[src/hw/rtl/cer_pkg.sv]
package cer_pkg;

  localparam int COORD_BITS = 16;
  localparam int RAD_IN_BITS = 11;
  localparam int RAD_BITS = 10;
  localparam int IDX_BITS = 10;
  localparam int MAX_RADIUS = 1023;
  localparam int OUT_BITS = COORD_BITS + 1;
  localparam int SQ_BITS = 2 * RAD_BITS;
  localparam int PROD_BITS = 2 * SQ_BITS;
  localparam int ROOT_BITS = RAD_BITS;
  localparam int ACC_BITS = SQ_BITS + ROOT_BITS;
  localparam int TRY_BITS = PROD_BITS + 3;
  localparam int CNT_BITS = 3;

  typedef enum logic [3:0] {
    K_BEYOND,
    K_POINT,
    K_VLINE,
    K_HLINE,
    K_SPAN0,
    K_SPANS,
    K_CIRC4,
    K_CIRC8,
    K_ELL2,
    K_ELL4C,
    K_ELL4R
  } cer_kind_t;

  typedef struct packed {
    cer_kind_t                      kind;
    logic signed [COORD_BITS-1:0]   cx;
    logic signed [COORD_BITS-1:0]   cy;
    logic [RAD_BITS-1:0]            rx;
    logic [RAD_BITS-1:0]            ry;
    logic [IDX_BITS-1:0]            idx;
  } cer_item_t;

endpackage

[src/hw/rtl/cer_ifs.sv]
interface cer_in_if;
  logic                                    valid;
  logic                                    ready;
  logic signed [cer_pkg::COORD_BITS-1:0]   center_x;
  logic signed [cer_pkg::COORD_BITS-1:0]   center_y;
  logic signed [cer_pkg::RAD_IN_BITS-1:0]  radius_x;
  logic signed [cer_pkg::RAD_IN_BITS-1:0]  radius_y;
  logic                                    fill_shape;
  logic                                    sweep;
  logic [cer_pkg::IDX_BITS-1:0]            step_index;

  modport source (output valid, center_x, center_y, radius_x, radius_y, fill_shape, sweep,
                  step_index, input ready);
  modport sink (input valid, center_x, center_y, radius_x, radius_y, fill_shape, sweep,
                step_index, output ready);
endinterface


[src/hw/rtl/cer_front.sv]
module cer_front (
  input  logic                             clk,
  input  logic                             rst_n,
  input  logic                             en,
  cer_in_if.sink                           in_ch,
  output logic                             vld,
  output cer_pkg::cer_item_t               item,
  output logic [cer_pkg::SQ_BITS-1:0]      a,
  output logic [cer_pkg::PROD_BITS-1:0]    b
);
  import cer_pkg::*;

  function automatic logic [RAD_BITS-1:0] sat_mag(input logic signed [RAD_IN_BITS-1:0] v);
    logic [RAD_IN_BITS-1:0] m;
    m = v[RAD_IN_BITS-1] ? RAD_IN_BITS'(-v) : RAD_IN_BITS'(v);
    return (m > RAD_IN_BITS'(MAX_RADIUS)) ? RAD_BITS'(MAX_RADIUS) : m[RAD_BITS-1:0];
  endfunction

  // stage 1: magnitudes
  logic s1_vld_r;
  cer_item_t s1_item_r;
  logic s1_fill_r, s1_rows_r;

  // stage 2: squares
  logic s2_vld_r;
  cer_item_t s2_item_r;
  logic s2_fill_r, s2_rows_r;
  logic [SQ_BITS-1:0] s2_rx2_r, s2_ry2_r, s2_i2_r;

  // stage 3: products for the root and the range tests
  logic s3_vld_r;
  cer_item_t s3_item_r;
  logic s3_fill_r, s3_rows_r, s3_c8_r;
  logic [SQ_BITS-1:0] s3_a_r;
  logic [PROD_BITS-1:0] s3_b_r, s3_rhs_r;
  logic [PROD_BITS:0] s3_lhs_r;

  // stage 4: classification
  logic s4_vld_r;
  cer_item_t s4_item_r, s4_item_nxt;
  logic [SQ_BITS-1:0] s4_a_r;
  logic [PROD_BITS-1:0] s4_b_r;

  logic s2_rowsel;
  logic [SQ_BITS-1:0] s2_a, s2_dif, s2_mb, s2_rq;
  cer_item_t s1_item_nxt;

  assign in_ch.ready = en;

  always_comb begin
    s1_item_nxt      = '0;
    s1_item_nxt.kind = K_BEYOND;
    s1_item_nxt.cx   = in_ch.center_x;
    s1_item_nxt.cy   = in_ch.center_y;
    s1_item_nxt.rx   = sat_mag(in_ch.radius_x);
    s1_item_nxt.ry   = sat_mag(in_ch.radius_y);
    s1_item_nxt.idx  = in_ch.step_index;
  end

  always_comb begin
    s2_rowsel = (s2_item_r.rx != s2_item_r.ry) && (s2_item_r.rx != '0) &&
                (s2_item_r.ry != '0) && !s2_fill_r && s2_rows_r;
    s2_a   = s2_rowsel ? s2_ry2_r : s2_rx2_r;
    s2_dif = s2_rowsel ? (s2_ry2_r - s2_i2_r) : (s2_rx2_r - s2_i2_r);
    s2_mb  = s2_rowsel ? s2_rx2_r : s2_ry2_r;
    s2_rq  = s2_rows_r ? s2_ry2_r : s2_rx2_r;
  end

  always_comb begin
    s4_item_nxt = s3_item_r;
    if (s3_item_r.rx == s3_item_r.ry) begin
      if (s3_item_r.rx == '0) begin
        s4_item_nxt.kind = (s3_item_r.idx == '0) ? K_POINT : K_BEYOND;
      end else if (s3_fill_r) begin
        if (s3_item_r.idx == '0) s4_item_nxt.kind = K_SPAN0;
        else if (s3_item_r.idx <= s3_item_r.rx) s4_item_nxt.kind = K_SPANS;
        else s4_item_nxt.kind = K_BEYOND;
      end else begin
        if (s3_item_r.idx == '0) s4_item_nxt.kind = K_CIRC4;
        else if (s3_c8_r) s4_item_nxt.kind = K_CIRC8;
        else s4_item_nxt.kind = K_BEYOND;
      end
    end else if (s3_item_r.rx == '0) begin
      s4_item_nxt.kind = (s3_item_r.idx == '0) ? K_VLINE : K_BEYOND;
    end else if (s3_item_r.ry == '0) begin
      s4_item_nxt.kind = (s3_item_r.idx == '0) ? K_HLINE : K_BEYOND;
    end else if (s3_fill_r) begin
      if (s3_item_r.idx == '0) s4_item_nxt.kind = K_SPAN0;
      else if (s3_item_r.idx <= s3_item_r.rx) s4_item_nxt.kind = K_SPANS;
      else s4_item_nxt.kind = K_BEYOND;
    end else if (!s3_rows_r) begin
      if (s3_item_r.idx == '0) s4_item_nxt.kind = K_ELL2;
      else if (s3_lhs_r <= {1'b0, s3_rhs_r}) s4_item_nxt.kind = K_ELL4C;
      else s4_item_nxt.kind = K_BEYOND;
    end else begin
      s4_item_nxt.kind = (s3_lhs_r <= {1'b0, s3_rhs_r}) ? K_ELL4R : K_BEYOND;
    end
  end

  always_ff @(posedge clk) begin
    if (!rst_n) begin
      s1_vld_r <= 1'b0;
      s2_vld_r <= 1'b0;
      s3_vld_r <= 1'b0;
      s4_vld_r <= 1'b0;
    end else if (en) begin
      s1_vld_r <= in_ch.valid;
      s2_vld_r <= s1_vld_r;
      s3_vld_r <= s2_vld_r;
      s4_vld_r <= s3_vld_r;
    end
  end

  always_ff @(posedge clk) begin
    if (en) begin
      s1_item_r <= s1_item_nxt;
      s1_fill_r <= in_ch.fill_shape;
      s1_rows_r <= in_ch.sweep;

      s2_item_r <= s1_item_r;
      s2_fill_r <= s1_fill_r;
      s2_rows_r <= s1_rows_r;
      s2_rx2_r  <= SQ_BITS'(s1_item_r.rx * s1_item_r.rx);
      s2_ry2_r  <= SQ_BITS'(s1_item_r.ry * s1_item_r.ry);
      s2_i2_r   <= SQ_BITS'(s1_item_r.idx * s1_item_r.idx);

      s3_item_r <= s2_item_r;
      s3_fill_r <= s2_fill_r;
      s3_rows_r <= s2_rows_r;
      s3_c8_r   <= {s2_i2_r, 1'b0} <= {1'b0, s2_rx2_r};
      s3_a_r    <= s2_a;
      s3_b_r    <= PROD_BITS'(s2_mb * s2_dif);
      s3_rhs_r  <= PROD_BITS'(s2_rq * s2_rq);
      s3_lhs_r  <= (PROD_BITS + 1)'(s2_i2_r * ((SQ_BITS + 1)'(s2_rx2_r) +
                                                (SQ_BITS + 1)'(s2_ry2_r)));

      s4_item_r <= s4_item_nxt;
      s4_a_r    <= s3_a_r;
      s4_b_r    <= s3_b_r;
    end
  end

  assign vld  = s4_vld_r;
  assign item = s4_item_r;
  assign a    = s4_a_r;
  assign b    = s4_b_r;

endmodule

[src/flat_wrapper.sv]
// flat-port wrapper written by rule: the top's interface ports become plain ports
module cer_front_flat import cer_pkg::*;
  (clk, rst_n, en, vld, item, a, b, in_ch_valid, in_ch_center_x, in_ch_center_y, in_ch_radius_x, in_ch_radius_y, in_ch_fill_shape, in_ch_sweep, in_ch_step_index, in_ch_ready);
  cer_in_if in_ch_i ();
  input  logic clk;
  input  logic rst_n;
  input  logic en;
  output logic vld;
  output cer_pkg::cer_item_t item;
  output logic [cer_pkg::SQ_BITS-1:0] a;
  output logic [cer_pkg::PROD_BITS-1:0] b;
  input wire logic [$bits(in_ch_i.valid)-1:0] in_ch_valid;
  input wire logic [$bits(in_ch_i.center_x)-1:0] in_ch_center_x;
  input wire logic [$bits(in_ch_i.center_y)-1:0] in_ch_center_y;
  input wire logic [$bits(in_ch_i.radius_x)-1:0] in_ch_radius_x;
  input wire logic [$bits(in_ch_i.radius_y)-1:0] in_ch_radius_y;
  input wire logic [$bits(in_ch_i.fill_shape)-1:0] in_ch_fill_shape;
  input wire logic [$bits(in_ch_i.sweep)-1:0] in_ch_sweep;
  input wire logic [$bits(in_ch_i.step_index)-1:0] in_ch_step_index;
  output wire logic [$bits(in_ch_i.ready)-1:0] in_ch_ready;
  assign in_ch_i.valid = in_ch_valid;
  assign in_ch_i.center_x = in_ch_center_x;
  assign in_ch_i.center_y = in_ch_center_y;
  assign in_ch_i.radius_x = in_ch_radius_x;
  assign in_ch_i.radius_y = in_ch_radius_y;
  assign in_ch_i.fill_shape = in_ch_fill_shape;
  assign in_ch_i.sweep = in_ch_sweep;
  assign in_ch_i.step_index = in_ch_step_index;
  assign in_ch_ready = in_ch_i.ready;
  cer_front u_core (.clk(clk), .rst_n(rst_n), .en(en), .in_ch(in_ch_i), .vld(vld), .item(item), .a(a), .b(b));
endmodule
[config.mk]
export PLATFORM = sky130hd
export DESIGN_NAME = cer_front_flat
export DESIGN_NICKNAME = d
export VERILOG_FILES = /design/src/hw/rtl/cer_pkg.sv /design/src/hw/rtl/cer_ifs.sv /design/src/hw/rtl/cer_front.sv /design/src/flat_wrapper.sv
export SDC_FILE = /design/constraint.sdc
export NUM_CORES = 2
export LEC_CHECK = 0
export CORE_ASPECT_RATIO = 1.2
export CORE_MARGIN = 4
export CORE_UTILIZATION = 26
export DETAILED_ROUTE_END_ITERATION = 6
export DONT_BUFFER_PORTS = 1
export GPL_TIMING_DRIVEN = 0
export SETUP_SLACK_MARGIN = 0.2
export SLEW_MARGIN = 20
export SYNTH_ARGS = -nofsm -noshare
export SYNTH_HDL_FRONTEND = slang
export SYNTH_SLANG_ARGS = --single-unit
export TNS_END_PERCENT = 20
[constraint.sdc]
create_clock -name clk -period 11.7 [get_ports clk]
set_clock_uncertainty 0.05 [all_clocks]
set_input_delay 2.34 -clock clk [delete_from_list [all_inputs] [get_ports clk]]
set_output_delay 2.34 -clock clk [all_outputs]
set_load 0.1 [all_outputs]
; ---- Word level (Yosys, flattened, before mapping)
; Cells that the tools add are included.
[classes]
add_sub_neg = 5
mul = 6
order_cmp = 5
n_eq_ne = 2
n_mux = 23
n_reduce_logical = 10
[ops]
columns = cell, count
row1 = multiplier 20 x 20 -> 40 bit, 2
row2 = 2-to-1 mux 20 bit, 4
row3 = multiplier 10 x 10 -> 20 bit, 3
row4 = 2-to-1 mux 4 bit, 12
row5 = less-or-equal comparator 41 x 40 -> 1 bit, 1
row6 = multiplier 20 x 41 -> 41 bit, 1
row7 = subtractor 20 bit, 2
row8 = logical NOT 10 bit, 3
row9 = "> comparator 11 x 10 -> 1 bit, second input constant", 2
row10 = 2-to-1 mux 11 bit, 2
row11 = negation 11 bit, 2
row12 = adder 20 x 20 -> 21 bit, 1
row13 = less-or-equal comparator 21 x 20 -> 1 bit, 1
row14 = nonzero test 10 bit, 2
row15 = == test 10 bit, 1
row16 = less-or-equal comparator 10 bit, 1
row17 = inequality test 10 bit, 1
row18 = 2-to-1 mux 3 bit, 2
row19 = logical AND 1 bit, 4
row20 = 2-to-1 mux 2 bit, 2
row21 = logical NOT 1 bit, 1
row22 = 2-to-1 mux 1 bit, 1
[totals]
register_bits = 524
in_bits = 70
wordCells = 92

; ---- Longest topological paths before layout
[depth]
word_depth = 8
ltp_mapped = 44
depth_no_buf = 40

; ---- Worst setup path before layout
; No wires, ideal clock.
[synth_timing]
kind = register -> register
from = reg u_core.s2_rx2_r[0]
to = reg u_core.s3_b_r[38], data pin
arrival_ps = 10017
required_ps = 11392
setup_slack_ps = 1375
path_stages_with_launch = 38
synth_period_minus_slack_ps = 10325
cell_sequence = edfxtp_1 -> ha_1 -> nor4_1 -> nor4b_1 -> buf_2 -> buf_1 -> buf_1 -> clkbuf_1 -> nand2_1 -> o21ai_0 -> ha_1 -> a21o_1 -> or3_1 -> o211a_1 -> o31a_1 -> o41ai_4 -> nor2b_1 -> nor2_1 -> [2 not listed] -> nand2_1 -> fa_1 -> inv_1 -> fa_1 -> fa_1 -> fa_1 -> fa_1 -> fa_1 -> ha_1 -> ha_1 -> a21o_1 -> a21o_1 -> a21o_1 -> o41ai_2 -> o311ai_1 -> a41o_1 -> a21oi_1 -> xnor2_1
[synth_via]
elab_chain_cells = 3
elab_cells_between_ends = 4
[synth_rtl]
columns = item, line_no
row1 = "start, declared", cer_front.sv:28  ; logic [SQ_BITS-1:0] s2_rx2_r, s2_ry2_r, s2_i2_r;
row2 = "start signal, assigned", cer_front.sv:123  ; s2_rx2_r <= SQ_BITS'(s1_item_r.rx * s1_item_r.rx);
row3 = subtractor 20 bit, cer_front.sv:64  ; s2_dif = s2_rowsel ? (s2_ry2_r - s2_i2_r) : (s2_rx2_r - s2_i2_r);
row4 = 2-to-1 mux 20 bit, cer_front.sv:64
row5 = multiplier 20 x 20 -> 40 bit (*), cer_front.sv:132  ; s3_b_r <= PROD_BITS'(s2_mb * s2_dif);
row6 = "end signal, assigned", cer_front.sv:132
row7 = "end, declared", cer_front.sv:35  ; logic [PROD_BITS-1:0] s3_b_r, s3_rhs_r;
; Mark *: on every way between the ends. The rest lies on a longest branch, timed or not.
; A chain may end at the register's enable or synchronous reset.

; ---- Final worst setup path
[layout_timing]
from = reg u_core.s2_ry2_r[0]
to = reg u_core.s3_b_r[38], data pin
[layout_via]
elab_chain_cells = 3
elab_cells_between_ends = 4
[layout_rtl]
columns = item, line_no
row1 = "start, declared", cer_front.sv:28
row2 = "start signal, assigned", cer_front.sv:124  ; s2_ry2_r <= SQ_BITS'(s1_item_r.ry * s1_item_r.ry);
row3 = subtractor 20 bit, cer_front.sv:64
row4 = 2-to-1 mux 20 bit, cer_front.sv:64
row5 = multiplier 20 x 20 -> 40 bit (*), cer_front.sv:132
; Marks and branches as above.

==> results.sh <==
export IMPL_max_stage_delay_ns=0.58
export IMPL_multi_input_area_mm2=0.0449
export IMPL_gp_congestion=0.942
export IMPL_ys_seq_elements=515
export IMPL_synth_top_cell_area_share_pct=32.9
export IMPL_startpoint_type="flip-flop"
export IMPL_syn_area_mm2=0.0653
export IMPL_num_vias=44676
export IMPL_finalSetupViolCount=0
export IMPL_synth_yosys_seq_area_share_pct=23.6
export IMPL_dieArea_mm2=0.259
export IMPL_crit_required_ns=12.14
export IMPL_drtIter0Drc=2676
export IMPL_area_delta_synth_final_pct=11.8
export IMPL_max_slew_margin_pct=18.9
export IMPL_fillCellCount=25963
export IMPL_ys_warn_count=0
export IMPL_dp_hpwl_um=146000
export IMPL_final_common_cell="inv_1"
export IMPL_rrSetupSlack_ns=0.43
export IMPL_seqCellArea_mm2=0.0154
export IMPL_tns_ns=0
export IMPL_max_cap_violations=0
export IMPL_core_area_mm2=0.250
export IMPL_status="completed"
export IMPL_yosys_top_cells_area="fa_1 33%, edfxtp_1 24%, ha_1 13%"
export IMPL_start_util_pct=26.1
export IMPL_tightest_slew_ns=1.21
export IMPL_whs_path_depth=0
export IMPL_grt_total_usage_pct=14.0
export IMPL_synth_cell_type_count=83
export IMPL_drive_gt1_share_pct=4.54
export IMPL_rsz0062_at_grt="true"
export IMPL_cts_made_buffers=61
export IMPL_antenna_found_initial=9
export IMPL_die_y_um=557
export IMPL_clkSinkCount=515
export IMPL_layout_common_cells="1383 x inv_1, 1072 x fa_1, 714 x nand2_1"
export IMPL_post_route_util_pct=29.2
export IMPL_synth_edff_count=511
export IMPL_hold_buffers=0
export IMPL_reg2reg_depth=41
export IMPL_r2r_end="u_core.s3_b_r[38]"
export IMPL_arrival_ns=11.71
export IMPL_h_tree_depth=2
export IMPL_max_freq_mhz=88.7
export IMPL_drv_slew=0
export IMPL_portBuffers=0
export IMPL_synthFlopType="edfxtp_1"
export IMPL_cp_end_kind="flip-flop"
export IMPL_nets=8351
export IMPL_period_share_pct=96.4
export IMPL_cts_tree="yes"
export IMPL_synthCells=6334
export IMPL_path_class="flip-flop to flip-flop"
export IMPL_post_route_min_period_ns=11.27
export IMPL_ys_async_sr_fraction_pct=0
export IMPL_dr_pass1_iters=6
export IMPL_r2r_start="u_core.s2_ry2_r[0]"
export IMPL_insertion_delay_ns=0.76
export IMPL_hp_class="flip-flop to flip-flop"
export IMPL_viasPerCell=4.50
export IMPL_synth_top_area_cell="fa_1"
export IMPL_wl_per_cell_um=18.2
export IMPL_grt_pass1_vias=48502
export IMPL_drc=0
export IMPL_cts_clk_slew_worst_paths_ns=0.07
export IMPL_overflow=0
export IMPL_rows=201
export IMPL_clock_path_buffers=3
export IMPL_min_from="u_core.s3_b_r[2]"
export IMPL_crit_fanout=10
export IMPL_root_buffer="clkbuf_16"
export IMPL_postSynthAreaPerCell_um2=10.3
export IMPL_ant_nets=0
export IMPL_io_pin_count=198
export IMPL_whs_endpoint="u_core.b[2]"
export IMPL_die_x_um=465
export IMPL_wirelength_um=181000
export IMPL_grt_start_max_net_pins=514
export IMPL_hold_viol_final=0
export IMPL_grt_pass1_wl_um=282000
export IMPL_crit_slowest_cell="fa_1"
==> layout make-up <==
cell class | instances | share of cell area, %
Antenna cell | 7 | 0.0240
Multi-Input combinational cell | 4336 | 61.5
Tap cell | 3349 | 5.74
Sequential cell | 515 | 21.1
Timing Repair Buffer | 42 | 0.600
Clock inverter | 46 | 0.771
Clock buffer | 65 | 2.11
Buffer | 165 | 0.929
Inverter | 1392 | 7.16
==> per-layer routing <==
| metal | share of wire [%] | GRT usage [%] |
|---|---|---|
| met5 | 0.015 | 0 |
| met4 | 7.0 | 7.96 |
| met3 | 6.5 | 2.86 |
| met2 | 48 | 24.0 |
| met1 | 39 | 16.4 |
==> state kept, by name, summed over array words and instances, names as in the netlist, 39 cells and up <==
name,flops
u_core.item,66
u_core.s1_item_r,62
u_core.s2_item_r,59
u_core.s3_lhs_r,41
u_core.b,40
u_core.s3_item_r,62
u_core.s3_rhs_r,39
u_core.s3_b_r,40
==> critical path: cells and delay by family, from the launching register on <==
kind / cells / cell delay, ns
XOR/XNOR: 2 / 0.37
adder cells (fa/ha/maj): 9 / 3.92
AO/OA/AOI/OAI: 14 / 3.09
buffers and inverters: 9 / 1.63
multiplexers: 1 / 0.37
AND/OR/NAND/NOR: 6 / 1.17
flip-flops: 1 / 0.36
==> what timing repair did <==
action | CTS | global route
resized for setup | 43 | 63
pin swaps | 6 | 15
buffers inserted | 15 | 13
cloned | 0 | 0
endpoints found under the setup margin | 30 | 20
==> kinds of logic (layout without fill, tap and decap cells) <==
group	count (synthesis)	after routing	synth area share [%]
and+or+nand+nor	1632	1632	11.3
DFF	515	515	23.6
buffers and inverters	1557	1710	8.98
adders and majority gates	1768	1768	46.2
other	2	83	0.0115
xor gates and xnor gates	242	242	3.32
AOI/OAI and AO/OA	566	566	5.68
muxes	52	52	0.841
==> synthesized netlist by cell type (6+ instances only) <==
library cell	n
inv_1	1383
fa_1	1072
nand2_1	714
ha_1	696
edfxtp_1	511
nor2_1	379
and2_1	236
a21oi_1	170
xnor2_1	166
clkbuf_1	150
o21ai_0	99
a21o_1	93
xor2_1	73
nand3_1	52
nand2b_1	43
nor3_1	43
nor2b_1	41
o21a_1	37
nand4_1	31
mux2i_1	29
and3_1	27
mux2_2	23
a211oi_1	22
o21bai_1	17
or3_1	16
nor4_1	15
a31oi_1	13
or2_2	13
o211ai_1	12
o31ai_1	12
o21ai_1	10
a31o_2	9
clkinv_1	9
buf_1	8
or4_1	7
o41ai_1	6
==> metrics by stage <==
step | setup slack, ns | instances | area [um2] | hold WS (ns)
final | 0.425 | 9917 | 73000 | 0.284
after global routing | 0.0718 | 9911 | 73000 | 0.304
after CTS | 0.103 | 9892 | 72500 | 0.271
after detailed placement | -2.81 | 9766 | 70000 | 0.355
after global placement | -2.84 | 9757 | 69700 | 0.350
after floorplan | 1.38 | 6408 | 65600 | 0.350
==> worst max-delay path by stage <==
stage                             from           endpoint  cells after the start
finish              u_core.s2_ry2_r[0]  u_core.s3_b_r[38]                     41
global route        u_core.s2_ry2_r[0]  u_core.s3_b_r[38]                     40
CTS                 u_core.s2_ry2_r[0]  u_core.s3_b_r[38]                     41
detailed placement  u_core.s2_ry2_r[0]  u_core.s3_b_r[38]                     36
global placement    u_core.s2_ry2_r[0]  u_core.s3_b_r[38]                     35
floorplan           u_core.s2_rx2_r[0]  u_core.s3_b_r[38]                     37
Power is not shown: default switching activity piles up to over one toggle a cycle in this logic, so the estimate is an artifact.
