## src/hw/rtl/cer_pkg.sv

```systemverilog
package cer_pkg;

  localparam int COORD_BITS = 16;
  localparam int RAD_IN_BITS = 11;
  localparam int RAD_BITS = 10;
  localparam int IDX_BITS = 10;
  localparam int MAX_RADIUS = 1023;
  localparam int OUT_BITS = COORD_BITS + 1;
  localparam int SQ_BITS = 2 * RAD_BITS;
  localparam int PROD_BITS = 2 * SQ_BITS;
  localparam int ROOT_BITS = RAD_BITS;
  localparam int ACC_BITS = SQ_BITS + ROOT_BITS;
  localparam int TRY_BITS = PROD_BITS + 3;
  localparam int CNT_BITS = 3;

  typedef enum logic [3:0] {
    K_BEYOND,
    K_POINT,
    K_VLINE,
    K_HLINE,
    K_SPAN0,
    K_SPANS,
    K_CIRC4,
    K_CIRC8,
    K_ELL2,
    K_ELL4C,
    K_ELL4R
  } cer_kind_t;

  typedef struct packed {
    cer_kind_t                      kind;
    logic signed [COORD_BITS-1:0]   cx;
    logic signed [COORD_BITS-1:0]   cy;
    logic [RAD_BITS-1:0]            rx;
    logic [RAD_BITS-1:0]            ry;
    logic [IDX_BITS-1:0]            idx;
  } cer_item_t;

endpackage

```

## src/hw/rtl/cer_ifs.sv

```systemverilog


interface cer_out_if;
  logic                                  valid;
  logic                                  ready;
  logic                                  prim_kind;
  logic signed [cer_pkg::OUT_BITS-1:0]   first_x;
  logic signed [cer_pkg::OUT_BITS-1:0]   first_y;
  logic signed [cer_pkg::OUT_BITS-1:0]   second_x;
  logic signed [cer_pkg::OUT_BITS-1:0]   second_y;
  logic                                  beyond;
  logic                                  last_of_run;

  modport source (output valid, prim_kind, first_x, first_y, second_x, second_y, beyond,
                  last_of_run, input ready);
  modport sink (input valid, prim_kind, first_x, first_y, second_x, second_y, beyond,
                last_of_run, output ready);
endinterface

```

## src/hw/rtl/cer_emit.sv

```systemverilog
module cer_emit (
  input  logic                             clk,
  input  logic                             rst_n,
  input  logic                             in_vld,
  input  cer_pkg::cer_item_t               in_item,
  input  logic [cer_pkg::ROOT_BITS-1:0]    in_root,
  output logic                             load,
  cer_out_if.source                        out_ch
);
  import cer_pkg::*;

  function automatic logic [OUT_BITS-1:0] offs(input logic signed [COORD_BITS-1:0] c,
                                               input logic [RAD_BITS-1:0] o,
                                               input logic neg);
    logic [OUT_BITS-1:0] c17;
    logic [OUT_BITS-1:0] o17;
    c17 = OUT_BITS'(c);
    o17 = OUT_BITS'(o);
    return neg ? (c17 - o17) : (c17 + o17);
  endfunction

  cer_item_t            item_r;
  logic [ROOT_BITS-1:0] root_r;
  logic                 busy_r;
  logic [CNT_BITS-1:0]  cnt_r;
  logic [CNT_BITS-1:0]  last_cnt;
  logic                 last, take;
  logic [OUT_BITS-1:0]  cx, cy, x1, y1, x2, y2;
  logic [RAD_BITS-1:0]  ax;
  logic                 kind_line;

  always_comb begin
    case (item_r.kind)
      K_SPANS, K_ELL2: last_cnt = CNT_BITS'(1);
      K_CIRC4, K_ELL4C, K_ELL4R: last_cnt = CNT_BITS'(3);
      K_CIRC8: last_cnt = CNT_BITS'(7);
      default: last_cnt = '0;
    endcase
  end

  assign last = cnt_r == last_cnt;
  assign take = out_ch.valid && out_ch.ready;
  assign load = in_vld && (!busy_r || (take && last));

  always_ff @(posedge clk) begin
    if (!rst_n) begin
      busy_r <= 1'b0;
      cnt_r  <= '0;
    end else if (load) begin
      busy_r <= 1'b1;
      cnt_r  <= '0;
    end else if (take) begin
      if (last) busy_r <= 1'b0;
      cnt_r <= cnt_r + CNT_BITS'(1);
    end
  end

  always_ff @(posedge clk) begin
    if (load) begin
      item_r <= in_item;
      root_r <= in_root;
    end
  end

  always_comb begin
    cx        = OUT_BITS'(item_r.cx);
    cy        = OUT_BITS'(item_r.cy);
    ax        = (item_r.kind == K_CIRC4) ? item_r.rx : item_r.ry;
    kind_line = 1'b0;
    x1        = cx;
    y1        = cy;
    x2        = cx;
    y2        = cy;
    case (item_r.kind)
      K_VLINE: begin
        kind_line = 1'b1;
        y1 = offs(item_r.cy, item_r.ry, 1'b1);
        y2 = offs(item_r.cy, item_r.ry, 1'b0);
      end
      K_HLINE: begin
        kind_line = 1'b1;
        x1 = offs(item_r.cx, item_r.rx, 1'b1);
        x2 = offs(item_r.cx, item_r.rx, 1'b0);
      end
      K_SPAN0: begin
        kind_line = 1'b1;
        y1 = offs(item_r.cy, item_r.ry, 1'b0);
        y2 = offs(item_r.cy, item_r.ry, 1'b1);
      end
      K_SPANS: begin
        kind_line = 1'b1;
        x1 = offs(item_r.cx, item_r.idx, cnt_r[0]);
        x2 = x1;
        y1 = offs(item_r.cy, root_r, 1'b0);
        y2 = offs(item_r.cy, root_r, 1'b1);
      end
      K_CIRC4, K_ELL2: begin
        if (!cnt_r[1]) y1 = offs(item_r.cy, ax, cnt_r[0]);
        else x1 = offs(item_r.cx, ax, cnt_r[0]);
        x2 = x1;
        y2 = y1;
      end
      K_CIRC8, K_ELL4C: begin
        if (!cnt_r[2]) begin
          x1 = offs(item_r.cx, item_r.idx, cnt_r[1]);
          y1 = offs(item_r.cy, root_r, cnt_r[0]);
        end else begin
          x1 = offs(item_r.cx, root_r, cnt_r[1]);
          y1 = offs(item_r.cy, item_r.idx, cnt_r[0]);
        end
        x2 = x1;
        y2 = y1;
      end
      K_ELL4R: begin
        x1 = offs(item_r.cx, root_r, cnt_r[1]);
        y1 = offs(item_r.cy, item_r.idx, cnt_r[0]);
        x2 = x1;
        y2 = y1;
      end
      default: begin
        kind_line = 1'b0;
      end
    endcase
  end

  always_comb begin
    out_ch.valid       = busy_r;
    out_ch.prim_kind   = kind_line;
    out_ch.first_x     = x1;
    out_ch.first_y     = y1;
    out_ch.second_x    = x2;
    out_ch.second_y    = y2;
    out_ch.beyond      = item_r.kind == K_BEYOND;
    out_ch.last_of_run = last;
  end

endmodule
```

## src/flat_wrapper.sv

```systemverilog
// flat-port wrapper written by rule: the top's interface ports become plain ports
module cer_emit_flat import cer_pkg::*;
  (clk, rst_n, in_vld, in_item, in_root, load, out_ch_valid, out_ch_prim_kind, out_ch_first_x, out_ch_first_y, out_ch_second_x, out_ch_second_y, out_ch_beyond, out_ch_last_of_run, out_ch_ready);
  cer_out_if out_ch_i ();
  input  logic clk;
  input  logic rst_n;
  input  logic in_vld;
  input  cer_pkg::cer_item_t in_item;
  input  logic [cer_pkg::ROOT_BITS-1:0] in_root;
  output logic load;
  output wire logic [$bits(out_ch_i.valid)-1:0] out_ch_valid;
  output wire logic [$bits(out_ch_i.prim_kind)-1:0] out_ch_prim_kind;
  output wire logic [$bits(out_ch_i.first_x)-1:0] out_ch_first_x;
  output wire logic [$bits(out_ch_i.first_y)-1:0] out_ch_first_y;
  output wire logic [$bits(out_ch_i.second_x)-1:0] out_ch_second_x;
  output wire logic [$bits(out_ch_i.second_y)-1:0] out_ch_second_y;
  output wire logic [$bits(out_ch_i.beyond)-1:0] out_ch_beyond;
  output wire logic [$bits(out_ch_i.last_of_run)-1:0] out_ch_last_of_run;
  input wire logic [$bits(out_ch_i.ready)-1:0] out_ch_ready;
  assign out_ch_valid = out_ch_i.valid;
  assign out_ch_prim_kind = out_ch_i.prim_kind;
  assign out_ch_first_x = out_ch_i.first_x;
  assign out_ch_first_y = out_ch_i.first_y;
  assign out_ch_second_x = out_ch_i.second_x;
  assign out_ch_second_y = out_ch_i.second_y;
  assign out_ch_beyond = out_ch_i.beyond;
  assign out_ch_last_of_run = out_ch_i.last_of_run;
  assign out_ch_i.ready = out_ch_ready;
  cer_emit u_core (.clk(clk), .rst_n(rst_n), .in_vld(in_vld), .in_item(in_item), .in_root(in_root), .load(load), .out_ch(out_ch_i));
endmodule
```

## config.mk

```make
export PLATFORM = sky130hd
export DESIGN_NAME = cer_emit_flat
export DESIGN_NICKNAME = d
export VERILOG_FILES = /design/src/hw/rtl/cer_pkg.sv /design/src/hw/rtl/cer_ifs.sv /design/src/hw/rtl/cer_emit.sv /design/src/flat_wrapper.sv
export SDC_FILE = /design/constraint.sdc
export NUM_CORES = 1
export LEC_CHECK = 0
export ABC_AREA = 1
export BUFFER_PORTS_ARGS = -buffer_cell sky130_fd_sc_hd__buf_2
export CAP_MARGIN = 20
export CORE_ASPECT_RATIO = 1.75
export CORE_UTILIZATION = 66
export DETAILED_ROUTE_END_ITERATION = 12
export HOLD_SLACK_MARGIN = 0.05
export PLACE_DENSITY = 0.88
export SLEW_MARGIN = 40
export SYNTH_ARGS = -nofsm -noshare
export SYNTH_HDL_FRONTEND = slang
export SYNTH_SLANG_ARGS = --single-unit
```

## constraint.sdc

```tcl
create_clock -name clk -period 5.9 [get_ports clk]
set_input_delay 0.295 -clock clk [delete_from_list [all_inputs] [get_ports clk]]
set_output_delay 0.295 -clock clk [all_outputs]
set_load 0.02 [all_outputs]
```

Yosys cells after proc, flatten, opt, wreduce, memory -nomap -nowiden:

Cells that the tools add are included.

* muxes and demuxes: 21
* reduce and logical (&&, ||, !) cells: 15
* add/subtract/negate cells: 17
* bitwise gates (word level): 1
* eq/ne operators: 10

Operators by type and width (count)
* $pmux W17 S6: 2
* $mux W17: 11
* $pmux W17 S5: 2
* $add A16 B11 Y17: 8
* $sub A16 B11 Y17: 8
* $eq A4 B3 Y1 const B: 4
* $eq A4 B4 Y1 const B: 3
* $mux W10: 1
* $pmux W3 S3: 1
* $eq A4 B2 Y1 const B: 2
* $reduce_or A2 Y1: 4
* $logic_not A4 Y1: 1
* $mux W1: 4
* $reduce_bool A2 Y1: 2
* $reduce_or A4 Y1: 1
* $add A3 B1 Y3 const B: 1
* $eq A3 B3 Y1: 1
* $logic_and A1 B1 Y1: 3
* $reduce_or A3 Y1: 1
* $reduce_and A2 Y1: 1
* $logic_not A1 Y1: 1
* $logic_or A1 B1 Y1: 1
* $not A1 Y1: 1

* input port bits: 80
* output and inout bits: 73
* register bits: 80
* word-level logic and storage cells: 73

Longest topological paths before layout:

Gate-level depths: netlist of run 1.

* word-level depth: 9
* depth in mapped cells: 25
* depth with buffers taken out: 25

Worst setup path before layout of run 1:

No wires, ideal clock.

* path kind: register -> register
* from: reg u_core.item_r[65] (netlist name)
* to: reg u_core.item_r, in the netlist u_core.cx[0], enable pin
* period minus slack after synthesis: 4.391 ns
* path buffers: 0
* setup time: 0.436 ns
* required time: 5.464 ns
* path slack: 1.509 ns
* data arrival time: 3.956 ns
* cell stages (with the launch flop): 15
* path through: edfxtp_1 -> inv_1 -> nand2_1 -> nor2_1 -> a21oi_1 -> inv_2 -> nor2_1 -> inv_1 -> nor3_2 -> xor2_1 -> nor4_1 -> nand2_1 -> nand2_1 -> nand2_1 -> inv_1

* cells in the longest elaborated chain, start to end: 7
* elaborated cells on any way between the ends: 13
* those cells by class: eq/ne (7); mux (1); reduce/logical (5)

RTL lines
* start, declared: RTL line cer_emit.sv:22 `cer_item_t item_r;`
* start signal, assigned: RTL line cer_emit.sv:60 `item_r <= in_item;`
* $eq A4 B4 Y1 / $eq A4 B3 Y1 (equally long branches): RTL line cer_emit.sv:33 `case (item_r.kind)`
* $reduce_or A3 Y1 / $reduce_or A2 Y1 (equally long branches): RTL line cer_emit.sv:33
* $pmux W3 S3 (*): RTL line cer_emit.sv:33
* $eq A3 B3 Y1 (*): RTL line cer_emit.sv:41 `assign last = cnt_r == last_cnt;`
* net out_ch_last_of_run: RTL line flat_wrapper.sv:18 `output wire logic [$bits(out_ch_i.last_of_run)-1:0] out_ch_last_of_run;`
* $logic_and A1 B1 Y1 (*): RTL line cer_emit.sv:43 `assign load = in_vld && (!busy_r || (take && last));`
* $logic_or A1 B1 Y1 (*): RTL line cer_emit.sv:43
* $logic_and A1 B1 Y1 (*): RTL line cer_emit.sv:43
* net load: RTL line flat_wrapper.sv:10 `output logic load;`

Mark *: on every way through the listed nets, which the timed path passes. The rest lies on a longest branch.
A chain may end at the register's enable or synchronous reset.

Worst setup path after layout of run 1:

* from: reg u_core.item_r[1] (netlist name)
* to: out out_ch_first_y[12]

* cells in the longest elaborated chain, start to end: 4
* elaborated cells on any way between the ends: 5
* those cells by class: add/sub (2); mux (3)

RTL lines
* $add A16 B11 Y17 / $sub A16 B11 Y17 (equally long branches): RTL line cer_emit.sv:19 `return neg ? (c17 - o17) : (c17 + o17);`
* $mux W17 (*): RTL line cer_emit.sv:19
* $mux W17: RTL line cer_emit.sv:104 `if (!cnt_r[2]) begin`
* $pmux W17 S6 (*): RTL line cer_emit.sv:74 `case (item_r.kind)`
* end, declared: RTL line flat_wrapper.sv:14 `output wire logic [$bits(out_ch_i.first_y)-1:0] out_ch_first_y;`

Every way passes the cells marked *; elsewhere a longest branch is shown, timed or not.

==> flow_metrics.tcl, run 1 <==
set metrics [dict create \
    core-area_sq_um 20300 \
    wire_per_inst_um 20.1 \
    cp.required_ns 5.61 \
    async_reset_ff_frac 0 \
    fillCellCount 1769 \
    hold_viol 0 \
    synth_cells 2141 \
    rows 69 \
    syn_nets 2371 \
    path_class "reg -> out" \
    drc 0 \
    grt.total_usage 0.474 \
    period_share 0.844 \
    grt_max_degree 48 \
    antenna_found_initial 0 \
    vias 16200 \
    ys_warn_count 0 \
    overflow 0 \
    dieArea_sq_um 21300 \
    clk_latency_ns 0.38 \
    clk_path_buf_depth 2 \
    start_util 0.674 \
    grt_pass1_wl_mm 78.6 \
    avgSynthCellArea_sq_um 6.38 \
    dieHeight_um 192 \
    drv_cap 0 \
    clock_sinks 80 \
    cts_root_buffer "clkbuf_16" \
    synth_flop_cell "edfxtp_1" \
    port-buffer-count 152 \
    irDropWorstVdd_uv 239 \
    place_area_sq_um 14600 \
    cts_resized 0 \
    h-tree-depth 3 \
    dp_hpwl_mm 40.1 \
    place_congestion 1.10 \
    outcome "complete, no violations" \
    power.leakage_nw 7.61 \
    synth_area_sq_um 13700 \
    cts_tree "built" \
    clk_pin_slew_ns 0.08 \
    critPathMaxFanout 4 \
    area_delta_synth_final_pct 9.37 \
    slew_headroom 0.461 \
    detail-route-antenna-nets 0 \
    insertedDiodeCount 0 \
    layout_commonest_cell "nand2_1" \
    numCtsBuffers 9 \
    skew_ns 0.0104 \
    worst_pin_slew_ns 0.808 \
    finalCriticalPeriod_ns 4.98 \
    ys_types 62 \
    cts_hold_buf 0 \
    grt_pass1_vias 16000 \
    synth_edf_count 76 \
    dr.pass1.iters 6 \
    cts_setup_buffers 0 \
    num-nets-final 2486 \
    ios 153 \
    hp-class "in -> reg" \
    wl_mm 50.5 \
    setup_tns_ns 0 \
    drive_gt1_frac 0.116 \
    rsz0062_at_grt "no" \
    max_freq_ghz 0.201 \
    p_per_area_nw_per_um2 218 \
    drt-initial-drc-count 1560 \
    critical_path.endpoint_type "output pin" \
    r2r_slack_ns 1.61 \
    chipWidth_um 111 \
    fin_area_sq_um 14900 \
    cp.arrival_ns 4.69 \
    p_total_mw 3.26 \
    slew_viol_final 0 \
    finalSetupViolations 0 \
    final_cell_mix "nand2_1, inv_1, nand3_1" \
    vias_per_cell 6.48 \
    cp-start-kind "register" \
    synth-seq-cells 80 \
    synth_seq_area_share 0.173 \
]
per-layer routing:
layer,part of all wire,vias up,global-route usage
met5,0,-,0
met4,0.11,0,0.506
met3,0.084,376,0.0810
met2,0.48,1052,0.818
met1,0.33,7313,0.465
li1,-,7507,-
logic make-up (layout without fill, tap and decap cells):
kind of cell	count (synthesis)	after routing	synth area share
AO/OA/AOI/OAI	458	458	0.196
XOR/XNOR	105	105	0.0673
adder cells (fa/ha/maj)	150	150	0.144
buffers and inverters	343	463	0.0959
flip-flops	80	80	0.173
AND/OR/NAND/NOR	1005	1005	0.324
synthesized netlist by cell type (18+ instances only):
master | count | area, sq um
o211ai_1 | 19 | 143
nand3_1 | 205 | 1030
inv_1 | 252 | 946
clkbuf_1 | 53 | 199
a21oi_1 | 190 | 951
nor2_1 | 186 | 698
xor2_1 | 89 | 780
ha_1 | 138 | 1730
o22ai_1 | 18 | 113
nor3_1 | 30 | 150
o21ai_0 | 107 | 536
nand2_1 | 479 | 1800
edfxtp_1 | 76 | 2280
nand4_1 | 39 | 244
worst paths after layout:
kind | startpoint | to | cells past startpoint
worst min-delay path | in_item[25] | u_core.item_r[25]$_DFFE_PP_ | 1
worst min register to register | u_core.out_ch.valid$_SDFFE_PN0P_ | u_core.cnt_r[2]$_SDFFE_PP0P_ | 2
worst max-delay path | u_core.item_r[1]$_DFFE_PP_ | out_ch_first_y[12] | 17
worst max register to register | u_core.item_r[65]$_DFFE_PP_ | u_core.cy[9]$_DFFE_PP_ | 15
power by group:
part	total, mW	internal (mW)	switching [mW]
combinational	1.85	0.617	1.23
clock	0.635	0.342	0.293
sequential	0.776	0.675	0.100
total	3.26	1.63	1.63
state kept, by name, summed over array words and instances, names as in the netlist:
register and cells:
u_core.cy 16, u_core.cx 16, u_core.root_r 10, u_core.out_ch.valid 1, u_core.cnt_r 3, u_core.item_r 34
stage by stage:
step	setup WS [ns]	hold WS [ns]	std cells	utilization
2_1_floorplan	1.51	0.394	2141	-
3_3_place_gp	1.52	0.471	2493	0.721
3_5_place_dp	1.43	0.473	2493	0.721
4_1_cts	1.05	0.0864	2509	0.736
5_1_grt	0.635	0.0791	2509	0.737
6_report	0.918	0.0792	2509	0.737
worst max-delay path, stage by stage (launching register included):
cell and delay, ns:
edfxtp_1 0.48, inv_1 0.18, ha_1 0.25, o21ai_0 0.51, fa_1 0.38, a31oi_1 0.16
o21ai_0 0.62, a21boi_0 0.35, o21ai_0 0.32, nand2_1 0.12, nand2_1 0.08, a21oi_1 0.08
or2_2 0.28, nand3_1 0.07, nand2_1 0.08, nor2_1 0.10, nand3_1 0.07, buf_2 0.16
cell type report:
class | count | area (sq um) | area share
inverters | 273 | 1030 | 0.0687
clock buffers | 9 | 225 | 0.0151
clock inverters | 7 | 95.1 | 0.00636
well taps | 248 | 310 | 0.0208
repair buffers | 174 | 926 | 0.0620
multi-input cells | 1718 | 10000 | 0.669
flip-flops and latches | 80 | 2360 | 0.158
(Power assumes the default switching activity.)
==> run 2: changes to the inputs <==
--- a/config.mk
+++ b/config.mk
@@ -9,10 +9,10 @@
 export BUFFER_PORTS_ARGS = -buffer_cell sky130_fd_sc_hd__buf_2
 export CAP_MARGIN = 20
 export CORE_ASPECT_RATIO = 1.75
-export CORE_UTILIZATION = 66
+export CORE_UTILIZATION = 62
 export DETAILED_ROUTE_END_ITERATION = 12
 export HOLD_SLACK_MARGIN = 0.05
-export PLACE_DENSITY = 0.88
+export PLACE_DENSITY = 0.84
 export SLEW_MARGIN = 40
 export SYNTH_ARGS = -nofsm -noshare
 export SYNTH_HDL_FRONTEND = slang
==> constraint.sdc (replaced) <==
create_clock -name clk -period 4.95 [get_ports clk]
set_input_delay 0.2475 -clock clk [delete_from_list [all_inputs] [get_ports clk]]
set_output_delay 0.2475 -clock clk [all_outputs]
set_load 0.02 [all_outputs]
==> run 2 against run 1 <==
Via count up 1.0%. Final area increased by 5.7%. Sequential power increased by 18%. Final cell count grew 5.1%. Wire length grew 5.7%. Die area grew 6.4%. Setup slack worse by 0.66 ns. Sequential share of layout area is 0.86 points lower. Utilization fell by 0.46 points.
==> flow_metrics.tcl, run 2 (synthesis results as in run 1) <==
set metrics [dict create \
    drc 0 \
    finish.utilization 0.732 \
    dr.pass1.iters 8 \
    finalCriticalPeriod_ns 4.69 \
    max_freq_ghz 0.213 \
    vias_per_cell 6.23 \
    drt-initial-drc-count 1710 \
    wl_mm 53.4 \
    path_class "reg -> out" \
    clk_pin_slew_ns 0.08 \
    final_cell_mix "nand2_1, inv_1, nand3_1" \
    dieArea_sq_um 22700 \
    dp_hpwl_mm 40.7 \
    vias 16400 \
    power.leakage_nw 7.96 \
    slew_viol_final 0 \
    core-area_sq_um 21600 \
    cts_tree "built" \
    regMostFlops "u_core.item_r" \
    clk_path_buf_depth 2 \
    fillCellCount 1791 \
    critPathMaxFanout 9 \
    critical_path.endpoint_type "output pin" \
    dieHeight_um 198 \
    reg2reg_depth 15 \
    finalSetupViolations 0 \
    rows 71 \
    period_share 0.948 \
    overflow 0 \
    p_total_mw 3.94 \
    setup_tns_ns 0 \
    start_util 0.633 \
    min_from "in_item[37]" \
    area_delta_synth_final_pct 15.6 \
    hp-class "in -> reg" \
    grt_pass1_wl_mm 82.3 \
    port-buffer-count 152 \
    r2r_start "u_core.item_r[62]$_DFFE_PP_" \
    finalNonFillerCells 2636 \
    r2r_end "u_core.root_r[6]$_DFFE_PP_" \
    numCtsBuffers 9 \
    dp_cells 2544 \
    antenna_found_initial 0 \
    grt.total_usage 0.482 \
    place_congestion 1.03 \
    cp.arrival_ns 4.44 \
    hold_depth 1 \
    hold_viol 0 \
    cp.required_ns 4.70 \
    drv_cap 0 \
    ios 153 \
    cts_root_buffer "clkbuf_16" \
    wire_per_inst_um 20.3 \
    clock_sinks 80 \
    p_per_area_nw_per_um2 249 \
    skew_ns 0.0132 \
    largest_reg_flops 34 \
    outcome "complete, no violations" \
    insertedDiodeCount 0 \
    critPathLaunch "u_core.item_r[62]$_DFFE_PP_" \
    h-tree-depth 3 \
    irDropWorstVdd_uv 259 \
    detail-route-antenna-nets 0 \
    slew_headroom 0.368 \
    chipWidth_um 114 \
    min_to "u_core.cy[7]$_DFFE_PP_" \
    r2r_slack_ns 0.56 \
    rsz0062_at_grt "no" \
    clk_latency_ns 0.39 \
    grt_pass1_vias 16200 \
    grt_max_degree 35 \
    num-nets-final 2569 \
    worst_pin_slew_ns 0.948 \
    layout_commonest_cell "nand2_1" \
    drive_gt1_frac 0.116 \
    cp-start-kind "register" \
]
## run 2: worst max-delay path, cell delays in order (launching register included)
cell,delay [ns]
edfxtp_1,0.47
buf_4,0.18
nand2_1,0.09
nor2_1,0.08
a21oi_1,0.74
inv_2,0.32
a31oi_1,0.61
inv_1,0.39
o21ai_0,0.16
a21oi_1,0.06
a311o_1,0.27
a21oi_1,0.31
o211ai_1,0.16
buf_2,0.20
## run 2: how the worst max path moves through the flow
stage / to / depth (start not counted)
3_5_place_dp: out_ch_first_y[15] / 24
2_1_floorplan: u_core.cx[0]$_DFFE_PP_ / 14
3_3_place_gp: out_ch_first_y[15] / 24
5_1_grt: out_ch_second_x[12] / 25
4_1_cts: out_ch_first_y[15] / 24
6_report: out_ch_first_x[5] / 13
## run 2: layer usage
metal	routed length [um]	track usage	share of wire
met1	17300	0.463	0.32
met2	25500	0.817	0.48
met3	4450	0.108	0.083
met4	6120	0.501	0.11
met5	0	0	0
## run 2: area by class of cell
type	count	area, sq um	share of cell area
clock buffers	10	239	0.0151
clock inverters	6	57.6	0.00364
inverters	273	1030	0.0649
multi-input cells	1718	10000	0.634
flip-flops and latches	80	2360	0.150
well taps	292	365	0.0231
repair buffers	257	1740	0.110
## run 2: report_power, final
part	switching (mW)	internal [mW]
clock	0.359	0.367
combinational	1.52	0.781
sequential	0.110	0.805
## run 2: timing repair
action                     in CTS  in global routing
setup endpoints to repair       0                 21
hold buffers                   75                  0
resized for setup               0                  7
buffers inserted                0                  1
hold endpoints to repair       75                  0
## run 2: through the flow
stage	hold slack, ns	worst slack (ns)	instance area, sq um
4_1_cts	0.0642	0.115	15800
2_1_floorplan	0.346	0.559	13700
5_1_grt	0.0805	0.0576	15800
6_report	0.0708	0.258	15800
3_5_place_dp	0.426	0.546	14700
3_3_place_gp	0.424	0.773	14700
